File: src/rtl/core/ggpc_pkg.sv
`timescale 1ns / 1ps

package ggpc_pkg;

    localparam int MAX_ORDER  = 16;
    localparam int MAX_ROWS   = MAX_ORDER - 1;
    localparam int COL_W      = 4;
    localparam int ORDER_W    = 5;
    localparam int ROW_W      = 16;
    localparam int HALF_W     = 6;
    localparam int ACC_W      = 64;
    localparam int VAL_W      = 42;
    localparam int STEP_W     = 14;
    localparam int SHIFT_W    = 4;
    localparam int STATUS_W   = 2;

    localparam logic [STATUS_W-1:0] ST_OK      = 2'd0;
    localparam logic [STATUS_W-1:0] ST_BAD_ROW = 2'd1;
    localparam logic [STATUS_W-1:0] ST_NOT_DIV = 2'd2;

    // Control word from the sequencer to the column cells and output stage
    typedef struct packed {
        logic                 clear;
        logic                 add_en;
        logic                 add_inv;
        logic [ROW_W-1:0]     add_bits;
        logic                 halve;
        logic                 mul_en;
        logic                 shift_en;
        logic                 acc_en;
        logic                 acc_neg;
        logic                 use_der;
        logic                 emit;
        logic [ORDER_W-1:0]   order;
        logic [COL_W-1:0]     col;
        logic                 last;
        logic                 bad;
        logic [SHIFT_W-1:0]   sh;
    } ggpc_ctrl_t;

    // Scale exponent g(m)-1 with g(k) = k - floor(log2(k+1))
    function automatic logic [SHIFT_W-1:0] scale_shift(input logic [COL_W-1:0] m);
        logic [COL_W:0] v;
        logic [COL_W-1:0] lg;
        v  = {1'b0, m} + 5'd1;
        lg = '0;
        for (int b = 1; b <= COL_W; b++)
        begin
            if (v[b])
            begin
                lg = COL_W'(b);
            end
        end
        return SHIFT_W'(m - lg - 4'd1);
    endfunction

endpackage

File: src/rtl/core/ggpc_seq.sv
`timescale 1ns / 1ps

module ggpc_seq (
    input  logic                           clk,
    input  logic                           rst_n,
    input  logic                           in_valid,
    output logic                           in_ready,
    input  logic [ggpc_pkg::ROW_W-1:0]     row_signs,
    input  logic                           row_final,
    input  logic                           cfg_we,
    input  logic [ggpc_pkg::ORDER_W-1:0]   cfg_data,
    input  logic                           out_free,
    output ggpc_pkg::ggpc_ctrl_t           ctrl
);
    import ggpc_pkg::*;

    typedef enum logic [6:0] {
        S_IDLE  = 7'b0000001,
        S_CLEAR = 7'b0000010,
        S_INIT  = 7'b0000100,
        S_HALVE = 7'b0001000,
        S_MUL   = 7'b0010000,
        S_ACCUM = 7'b0100000,
        S_OUT   = 7'b1000000
    } state_t;

    state_t state_reg, state_next;
    logic [ORDER_W-1:0] order_reg;
    logic [ORDER_W-1:0] loaded_reg, loaded_next;
    logic [ORDER_W-1:0] n_reg, n_next;
    logic               odd_reg, odd_next;
    logic [COL_W-1:0]   h_reg, h_next;
    logic [SHIFT_W-1:0] sh_reg, sh_next;
    logic [STEP_W-1:0]  lim_reg, lim_next;
    logic [STEP_W-1:0]  step_reg, step_next;
    logic [COL_W-1:0]   idx_reg, idx_next;
    logic [ROW_W-1:0]   neg_reg, neg_next;
    logic               bad_reg, bad_next;
    logic [ROW_W-1:0]   rows_reg [MAX_ROWS];

    logic               accept;
    logic               store;
    logic [ORDER_W-1:0] n_clamp;
    logic [COL_W-1:0]   m_clamp;
    logic [STEP_W-1:0]  step_inc;
    logic [COL_W-1:0]   flip_r;
    logic [COL_W-1:0]   row_sel;
    logic [COL_W-1:0]   n_m1;
    logic [ROW_W-1:0]   col_mask;

    assign accept  = in_valid && in_ready;
    assign store   = accept && (loaded_reg < ORDER_W'(MAX_ROWS));
    assign n_clamp = (order_reg < ORDER_W'(3)) ? ORDER_W'(3) :
                     (order_reg > ORDER_W'(MAX_ORDER)) ? ORDER_W'(MAX_ORDER) : order_reg;
    assign m_clamp = COL_W'(n_clamp - ORDER_W'(1));
    assign n_m1    = COL_W'(n_reg - ORDER_W'(1));
    assign step_inc = step_reg + STEP_W'(1);
    assign col_mask = ROW_W'(({1'b0, {ROW_W{1'b1}}} >> (ORDER_W'(ROW_W) - n_reg)));

    // row flipped by the next Gray step: one past its lowest set bit
    always_comb
    begin
        flip_r = '0;
        for (int b = STEP_W - 1; b >= 0; b--)
        begin
            if (step_inc[b])
            begin
                flip_r = COL_W'(b + 1);
            end
        end
    end

    assign row_sel = (state_reg == S_INIT) ? COL_W'(idx_reg + COL_W'(odd_reg))
                                           : COL_W'(flip_r + COL_W'(odd_reg));

    always_comb
    begin
        state_next  = state_reg;
        loaded_next = loaded_reg;
        n_next      = n_reg;
        odd_next    = odd_reg;
        h_next      = h_reg;
        sh_next     = sh_reg;
        lim_next    = lim_reg;
        step_next   = step_reg;
        idx_next    = idx_reg;
        neg_next    = neg_reg;
        bad_next    = bad_reg;
        unique case (state_reg)
            S_IDLE:
            begin
                if (accept)
                begin
                    if (store)
                    begin
                        loaded_next = loaded_reg + ORDER_W'(1);
                    end
                    if (row_final)
                    begin
                        loaded_next = '0;
                        n_next      = n_clamp;
                        odd_next    = m_clamp[0];
                        h_next      = m_clamp[0] ? m_clamp - COL_W'(1) : m_clamp;
                        sh_next     = scale_shift(m_clamp);
                        state_next  = S_CLEAR;
                    end
                end
            end
            S_CLEAR:
            begin
                bad_next = odd_reg && ((rows_reg[0] & col_mask) != '0);
                lim_next = STEP_W'((15'(1) << (h_reg - COL_W'(1))) - 15'(1));
                idx_next = '0;
                state_next = bad_next ? S_OUT : S_INIT;
            end
            S_INIT:
            begin
                idx_next = idx_reg + COL_W'(1);
                if (idx_reg == h_reg - COL_W'(1))
                begin
                    state_next = S_HALVE;
                end
            end
            S_HALVE:
            begin
                step_next  = '0;
                neg_next   = '0;
                idx_next   = '0;
                state_next = S_MUL;
            end
            S_MUL:
            begin
                idx_next = idx_reg + COL_W'(1);
                if (idx_reg == n_m1)
                begin
                    idx_next   = '0;
                    state_next = S_ACCUM;
                end
            end
            S_ACCUM:
            begin
                if (step_reg == lim_reg)
                begin
                    idx_next   = '0;
                    state_next = S_OUT;
                end
                else
                begin
                    step_next        = step_inc;
                    neg_next[flip_r] = ~neg_reg[flip_r];
                    state_next       = S_MUL;
                end
            end
            S_OUT:
            begin
                if (out_free)
                begin
                    idx_next = idx_reg + COL_W'(1);
                    if (idx_reg == n_m1)
                    begin
                        state_next = S_IDLE;
                    end
                end
            end
            default:
            begin
                state_next = S_IDLE;
            end
        endcase
    end

    always_ff @(posedge clk or negedge rst_n)
    begin
        if (!rst_n)
        begin
            state_reg  <= S_IDLE;
            order_reg  <= ORDER_W'(MAX_ORDER);
            loaded_reg <= '0;
            n_reg      <= ORDER_W'(MAX_ORDER);
            odd_reg    <= 1'b0;
            h_reg      <= '0;
            sh_reg     <= '0;
            lim_reg    <= '0;
            step_reg   <= '0;
            idx_reg    <= '0;
            neg_reg    <= '0;
            bad_reg    <= 1'b0;
        end
        else
        begin
            state_reg  <= state_next;
            if (cfg_we)
            begin
                order_reg <= cfg_data;
            end
            loaded_reg <= loaded_next;
            n_reg      <= n_next;
            odd_reg    <= odd_next;
            h_reg      <= h_next;
            sh_reg     <= sh_next;
            lim_reg    <= lim_next;
            step_reg   <= step_next;
            idx_reg    <= idx_next;
            neg_reg    <= neg_next;
            bad_reg    <= bad_next;
        end
    end

    always_ff @(posedge clk)
    begin
        if (store)
        begin
            rows_reg[loaded_reg[COL_W-1:0]] <= row_signs;
        end
    end

    assign in_ready = (state_reg == S_IDLE);

    always_comb
    begin
        ctrl          = '0;
        ctrl.clear    = (state_reg == S_CLEAR);
        ctrl.add_en   = (state_reg == S_INIT) ||
                        ((state_reg == S_ACCUM) && (step_reg != lim_reg));
        ctrl.add_inv  = (state_reg == S_ACCUM) ? ~neg_reg[flip_r] : 1'b0;
        ctrl.add_bits = rows_reg[row_sel];
        ctrl.halve    = (state_reg == S_HALVE);
        ctrl.shift_en = (state_reg == S_MUL);
        ctrl.mul_en   = (state_reg == S_MUL) && (idx_reg != n_m1);
        ctrl.acc_en   = (state_reg == S_ACCUM);
        ctrl.acc_neg  = step_reg[0];
        ctrl.use_der  = odd_reg;
        ctrl.emit     = (state_reg == S_OUT) && out_free;
        ctrl.order    = n_reg;
        ctrl.col      = idx_reg;
        ctrl.last     = (idx_reg == n_m1);
        ctrl.bad      = bad_reg;
        ctrl.sh       = sh_reg;
    end

endmodule

File: config.mk
export PLATFORM = sky130hd
export DESIGN_NAME = ggpc_seq
export DESIGN_NICKNAME = d
export VERILOG_FILES = /design/src/rtl/core/ggpc_pkg.sv /design/src/rtl/core/ggpc_seq.sv
export SDC_FILE = /design/constraint.sdc
export NUM_CORES = 1
export LEC_CHECK = 0
export ABC_CLOCK_PERIOD_IN_PS = 5550
export BUFFER_PORTS_ARGS = -buffer_cell sky130_fd_sc_hd__buf_2
export CAP_MARGIN = 20
export CORE_UTILIZATION = 45
export CTS_BUF_LIST = sky130_fd_sc_hd__clkbuf_8 sky130_fd_sc_hd__clkbuf_16
export DETAILED_ROUTE_END_ITERATION = 16
export HOLD_SLACK_MARGIN = 0.08
export PLACE_DENSITY_LB_ADDON = 0.15
export SLEW_MARGIN = 20
export SYNTH_ARGS = -nofsm -noshare
export SYNTH_HDL_FRONTEND = slang
export SYNTH_SLANG_ARGS = --single-unit
File: constraint.sdc
create_clock -name clk -period 5.55 [get_ports clk]
set_clock_uncertainty 0.1 [all_clocks]
set_input_delay 0.2775 -clock clk [delete_from_list [all_inputs] [get_ports clk]]
set_output_delay 0.2775 -clock clk [all_outputs]
set_load 0.02 [all_outputs]
==> metrics.md, run 1 <==
| Metric | Value |
|---|---|
| Total wire length | about 35,000 um |
| Worst r2r path cells | 10 |
| Grt ovf | 0 |
| Worst setup EP type | primary output |
| Area of the core | 31,700 um^2 |
| Crit path from | step_reg[2]$_DFFE_PN0P_ |
| DP HPWL | 22,400 um |
| CP Max Fanout | 14 |
| Number of global-route vias before repair | 8,969 |
| Post-route antenna net violation count | 0 |
| CP startpoint kind | flip-flop |
| Fin cells | between 1,500 and 2,000 |
| RD Place Congestion | 0.832 |
| Nets | ~1,200 |
| Pwr Density | 472 nW/um^2 |
| Antenna diode count | 0 |
| Layout area overhead | 16.7% |
| Placed Cells incl. Taps | 1,487 |
| Async S/R FF share, synth | 0.248 |
| EDFF count, synth | 240 |
| Post-Syn Nets | 1,104 |
| Register area share after synthesis | 0.632 |
| Rel. slew slack | 0.283 |
| CTS max path bufs | 3 |
| Vias | 9,037 |
| Root Buffer | clkbuf_16 |
| Hold Path Class | primary input to flip-flop |
| Cell area after layout | between 15,000 and 20,000 um^2 |
| Leakage power | roughly 6.4 nW |
| Worst-Margin Slew | 1070 ps |
| Synthesized area per cell | 13.9 um^2 |
| Area after DPL | 15,400 um^2 |
| Vias per inst | 5.70 |
| Port Buffer Count | 68 |
| Int Power | 5.33 mW |
| Initial antenna violation count | 0 |
| Most frequent cells in the layout | edfxtp_1, nand2_1, dfrtp_1, buf_2, o21ai_0 |
| P_sw | 2.69 mW |
| Most common cell after layout, fill and taps aside | edfxtp_1 |
| First-pass GRT wire length | between 50,000 and 60,000 um |
| Crit Reg-Reg Startpoint | step_reg[2]$_DFFE_PN0P_ |
| Tcrit/Tclk final | 0.930 |
| RSZ-0062 raised after global routing | false |
| Post-Place Worst Slack | 711 ps |
| Die width | about 180 um |
| Clk_lat worst skew | 520 ps |
| Setup WS post-layout | 388 ps |
| Reg clk slew, reported paths | about 60 ps |
| Netlist cell types | 72 |
| Setup-failing EPs final | 0 |
| Iter 0 DRT Violations | 832 |
| Std cell rows | 65 |
| H-tree Lvls | 2 |
| Switching Fraction | 0.335 |
| Post-Synthesis Cell Area | about 15,000 um^2 |
| Die area | 33,100 um^2 |
| Worst Path Arrival | between 4000 and 5000 ps |
| CTS Sinks | roughly 320 |
| Most used flip-flop cell after synthesis | edfxtp_1 |
| Layout cell share with drive strength beyond 1 | 0.209 |
| 1st-pass router iterations | 5 |
| Initial Utilization | 0.459 |
| Reg2reg end | neg_reg[0]$_DFFE_PN0P_ |
| DR DRC count | 0 |
| Die Y | 182 um |
| Logic pwr share | 0.337 |
| WS Path Type | flip-flop to primary output |
| Max FFs per register | 240 |
| Seq pwr share | 0.377 |
| Fmax achieved | 194 MHz |
| Crit path to | ctrl[33] |
| CTS buffer count | 36 |
| Ys Warns | 0 |
| Min Tclk post-route | 5160 ps |
| Cells after Synth | 1,050 |
| Final hold vios | 0 |
| Req. time, crit path | 5170 ps |
| Clock power frac | 0.286 |
| Setup TNS | 0 ps |
| Max_cap viols | 0 |
| WL per Instance | 21.9 um |
| CTS tree | yes |
| Largest net degree at the start of global routing | 80 |
| Outcome | finished clean |
| Top Ports | 69 |
| Fin. max-slew vios | 0 |
| FF-to-FF setup slack | 1800 ps |
| GRT Util Overall | 0.216 |
| VDD IR max | 270 uV |
| Synth Register Bits | around 320 |
cell usage after synthesis, types with 3 or more instances:
cell,instances,area [um^2]
edfxtp_1,240,7210
nand2_1,118,443
dfrtp_1,76,1900
o21ai_0,64,320
nor2_1,49,184
mux4_2,48,1080
nand3_1,42,210
mux2i_1,41,410
clkbuf_1,37,139
inv_1,34,128
ha_1,26,325
xnor2_1,24,210
xor2_1,24,210
a21oi_1,19,95.1
o221ai_1,16,140
nor3_1,13,65.1
and2_1,12,75.1
mux2_2,11,124
buf_2,10,50.1
nor4_1,10,62.6
a31o_2,7,61.3
buf_4,7,52.6
nand2b_1,7,43.8
nand3b_1,7,52.6
nor2b_1,7,43.8
o31ai_1,7,52.6
nand4_1,6,37.5
or2_2,6,37.5
a31oi_1,5,31.3
and3_1,5,31.3
a211o_1,4,35.0
a211oi_1,4,30.0
o31a_1,4,35.0
a21o_1,3,22.5
a22o_1,3,26.3
dfstp_2,3,78.8
o21bai_1,3,22.5
or3_1,3,18.8
how the worst min path moves through the flow:
stage | from | end | slack (ps) | cells after the start
2_1_floorplan | rst_n | bad_reg$_DFFE_PN0P_ | -120 | 0
3_3_place_gp | bad_reg$_DFFE_PN0P_ | bad_reg$_DFFE_PN0P_ | 360 | 1
3_5_place_dp | bad_reg$_DFFE_PN0P_ | bad_reg$_DFFE_PN0P_ | 360 | 1
4_1_cts | out_free | state_reg[0]$_DFFE_PN1P_ | 160 | 5
5_1_grt | out_free | state_reg[0]$_DFFE_PN1P_ | 220 | 5
6_report | out_free | state_reg[0]$_DFFE_PN1P_ | 170 | 5
critical path: stages, from the launching register on:
cell      delay (ps)
dfrtp_1          600
nand3_2          230
nor4_1           460
xnor2_1          300
a21boi_1         150
o31a_1           440
a31oi_1          350
ha_4             450
buf_16           210
mux4_2           550
mux2i_1          160
o221ai_1         150
buf_2            200
repair_timing:
| action | in CTS | in global routing |
|---|---|---|
| resized for setup | 0 | 3 |
| setup endpoints to repair | 0 | 15 |
| hold buffers | 29 | 0 |
| endpoints found under the hold margin | 325 | 0 |
| setup buffers | 0 | 6 |
final cells by class:
| class | count | area (um^2) |
|---|---|---|
| inverter | 34 | 128 |
| fill | 2637 | 14700 |
| tap | 402 | 503 |
| clock inverter | 27 | 233 |
| clock buffer | 37 | 915 |
| timing repair buffer | 128 | 940 |
| sequential | 319 | 9190 |
| multi-input combinational | 639 | 5080 |
kinds of logic after synthesis:
group,share of synthesized area
flip-flops,0.632
AND/OR/NAND/NOR,0.102
AO/OA/AOI/OAI,0.0755
multiplexers,0.111
buffers and inverters,0.0274
XOR/XNOR,0.0289
adder cells (fa/ha/maj),0.0237
other,0.000258
stage by stage:
stage          hold slack [ps]   util  total power, mW
2_1_floorplan             -118      -             4.84
3_3_place_gp               355  0.486             5.68
3_5_place_dp               363  0.487             5.70
4_1_cts                    162  0.532             8.03
5_1_grt                    217  0.535             8.44
6_report                   165  0.535             8.02
power by group through the flow:
| stage | logic, mW | clock network (mW) | registers (mW) |
|---|---|---|---|
| floorplan | 1.80 | 0 | 3.04 |
| detailed placement | 2.63 | 0 | 3.07 |
| global placement | 2.62 | 0 | 3.07 |
| global route | 2.95 | 2.43 | 3.06 |
| finish | 2.70 | 2.29 | 3.03 |
| CTS | 2.66 | 2.34 | 3.03 |
layer usage:
metal | part of all wire | vias up | GRT usage
met2 | 0.47 | 239 | 0.339
met5 | 0 | - | 0
li1 | - | 4190 | -
met4 | 0.019 | 0 | 0.0603
met1 | 0.46 | 4558 | 0.316
met3 | 0.053 | 50 | 0.0311
Note: power is estimated with default switching activity, not from simulation.
==> run 2, diff against run 1 <==
--- a/config.mk
+++ b/config.mk
@@ -12,7 +12,7 @@
 export CTS_BUF_LIST = sky130_fd_sc_hd__clkbuf_8 sky130_fd_sc_hd__clkbuf_16
 export DETAILED_ROUTE_END_ITERATION = 16
 export HOLD_SLACK_MARGIN = 0.08
-export PLACE_DENSITY_LB_ADDON = 0.15
+export REMOVE_ABC_BUFFERS = 1
 export SLEW_MARGIN = 20
 export SYNTH_ARGS = -nofsm -noshare
 export SYNTH_HDL_FRONTEND = slang
==> run 2 against run 1 <==
  * Fmax is essentially flat
  * Register-to-register slack gained 20 ps
  * Wire length down 5.8%
  * Hold slack got worse by 0.83 ps
  * Critical endpoint is now ctrl[22]
==> metrics.md, run 2 (synthesis results as in run 1) <==
| Metric | Value |
|---|---|
| Grt ovf | 0 (unchanged) |
| Area of the core | 31,700 um^2 (unchanged) |
| Outcome | finished clean |
| 1st-pass router iterations | 5 (unchanged) |
| Die width | 182 um (unchanged) |
| Hold Path Class | primary input to flip-flop |
| CP max stage delay | 660 ps (+60 ps) |
| Logic pwr share | 0.315 (-0.022) |
| CTS tree | yes |
| Most frequent cells in the layout | edfxtp_1, nand2_1, dfrtp_1, buf_2, o21ai_0 |
| Pwr Density | 477 nW/um^2 (+0.88%) |
| DP HPWL | 20,800 um (-7.3%) |
| Die Y | 182 um (unchanged) |
| P_sw | 2.60 mW (-3.2%) |
| Layout area overhead | 16.7% (about the same) |
| Fin. max-slew vios | 0 (unchanged) |
| CTS max path bufs | 3 (unchanged) |
| CP Max Fanout | 15 (+1) |
| Setup-failing EPs final | 0 (unchanged) |
| RSZ-0062 raised after global routing | false |
| Antenna diode count | 0 (unchanged) |
| Most common cell after layout, fill and taps aside | edfxtp_1 |
| Clock power frac | 0.310 (+0.024) |
| Post-route antenna net violation count | 0 (unchanged) |
| Iter 0 DRT Violations | 692 (-17%) |
| VDD IR max | 262 uV (-3.0%) |
| Leakage power | 6.39 nW (-0.33%) |
| Cell area after layout | 17,000 um^2 (about the same) |
| Rel. slew slack | 0.356 (+0.0727) |
| CTS buffer count | 35 (-2.8%) |
| Port Buffer Count | 68 (unchanged) |
| Worst-Margin Slew | 966 ps (-103 ps) |
| Tcrit/Tclk final | 0.929 (about the same) |
| Clk_lat worst skew | 530 ps (about the same) |
| Int Power | 5.49 mW (+2.9%) |
| Initial Utilization | 0.459 (unchanged) |
| First-pass GRT wire length | 51,200 um (-5.1%) |
| Max FFs per register | 240 (unchanged) |
| Tot Pwr | 8.09 mW (+0.84%) |
| Initial antenna violation count | 1 (+1) |
| Top delay family on crit path | compound AO/OA/AOI/OAI gates |
| Vias per inst | 5.68 (-0.31%) |
| Switching Fraction | 0.321 (-0.0135) |
| WS Path Type | flip-flop to primary output |
| CP startpoint kind | flip-flop |
| Area after DPL | 15,400 um^2 (-0.35%) |
| Worst Path Arrival | 4780 ps (about the same) |
| Fin cells | 1,579 (-0.44%) |
| Std cell rows | 65 (unchanged) |
| RD Place Congestion | 0.883 (+6.0%) |
| Number of global-route vias before repair | 8,890 (-0.88%) |
| Final hold vios | 0 (unchanged) |
| H-tree Lvls | 2 (unchanged) |
| Placed Cells incl. Taps | 1,483 (-0.27%) |
| WL per Instance | 20.7 um (-5.4%) |
| Reg clk slew, reported paths | 60 ps (about the same) |
| Final core occ | 0.535 (about the same) |
| Buf/Inv on CP | 2 (unchanged) |
| Vias | 8,969 (-0.75%) |
| Min Tclk post-route | 5160 ps (-4.72 ps) |
| Nets | 1,204 (-0.66%) |
| GRT Util Overall | 0.203 (-0.0133) |
| Largest net degree at the start of global routing | 80 (unchanged) |
| DR DRC count | 0 (unchanged) |
| Layout cell share with drive strength beyond 1 | 0.206 (-0.00300) |
| Fmax achieved | 194 MHz (about the same) |
| Root Buffer | clkbuf_16 |
| Crit-path slowest cell | dfrtp_1 |
| CTS Sinks | 319 (unchanged) |
| Req. time, crit path | 5170 ps (about the same) |
| Seq pwr share | 0.375 (-0.002) |
| Max_cap viols | 0 (unchanged) |
| Crit-path cells | nand4_2, nor4_1, xnor2_1, a21boi_1, o31a_1, a31oi_1, ha_4, buf_4, mux4_2, mux2i_1, o221ai_1, buf_2 |
| Worst setup EP type | primary output |
| Top Ports | 69 (unchanged) |
| Die area | 33,100 um^2 (unchanged) |
| Total wire length | 32,700 um (-5.8%) |
run 2: cell types whose count changed in the layout (fill, tap and decap cells not counted), moves of 2 or more:
cell and change:
bufinv_16 +5, buf_4 -5, nor3_2 +2, clkinv_1 +4, buf_12 -2, nor3_4 -2
inv_1 -6
run 2: layout make-up:
| type | count | area [um^2] |
|---|---|---|
| Sequential cell | 319 | 9190 |
| Fill cell | 2656 | 14700 |
| Tap cell | 402 | 503 |
| Timing Repair Buffer | 121 | 860 |
| Clock buffer | 36 | 890 |
| Inverter | 34 | 128 |
| Clock inverter | 28 | 363 |
| Multi-Input combinational cell | 639 | 5040 |
run 2: metal layers:
layer | routed length (um) | vias up | GRT usage
met2 | 15400 | 233 | 0.323
met1 | 15000 | 4517 | 0.293
li1 | - | 4182 | -
met3 | 1650 | 37 | 0.0305
met4 | 564 | 0 | 0.0508
met5 | 0 | - | 0
run 2: path summary, 6_finish.rpt:
kind	from	endpoint	slack [ps]	cells past startpoint
min in group asynchronous	rst_n	sh_reg[0]$_DFFE_PN0P_	270	2
worst min register to register	loaded_reg[4]$_DFFE_PN0P_	loaded_reg[4]$_DFFE_PN0P_	380	1
worst min-delay path	out_free	state_reg[0]$_DFFE_PN1P_	160	5
max in group asynchronous	rst_n	step_reg[13]$_DFFE_PN0P_	4570	2
worst max-delay path	step_reg[3]$_DFFE_PN0P_	ctrl[22]	390	12
worst max register to register	step_reg[3]$_DFFE_PN0P_	neg_reg[0]$_DFFE_PN0P_	1820	10
run 2: worst register-to-register path, stage by stage, from the launching register on:
cell and delay (ps):
dfrtp_1 660, nand4_2 270, nor4_1 400, xnor2_1 300, a21boi_1 150, o31a_1 390, nor3b_4 210, a221o_1 340
a31o_1 320, a211o_1 340, mux2i_1 160
run 2: what timing repair did:
action / in CTS / in global routing
hold buffers: 29 / 0
endpoints found under the setup margin: 0 / 16
resized for setup: 0 / 1
setup buffers: 0 / 3
endpoints found under the hold margin: 325 / 0
run 2: metrics by stage:
| step | setup WS (ps) | TNS, ps | hold WS (ps) |
|---|---|---|---|
| global placement | 869 | 0 | 366 |
| CTS | 188 | 0 | 146 |
| detailed placement | 764 | 0 | 372 |
| finish | 393 | 0 | 165 |
| floorplan | -622 | -9950 | -118 |
| global route | 93.7 | 0 | 201 |
run 2: power groups by stage:
stage / combinational, mW / clock (mW) / sequential, mW
after global placement: 2.50 / 0 / 3.08
after detailed placement: 2.53 / 0 / 3.08
after global routing: 2.81 / 2.64 / 3.06
after CTS: 2.56 / 2.55 / 3.03
final: 2.55 / 2.50 / 3.03
after floorplan: 1.81 / 0 / 3.06
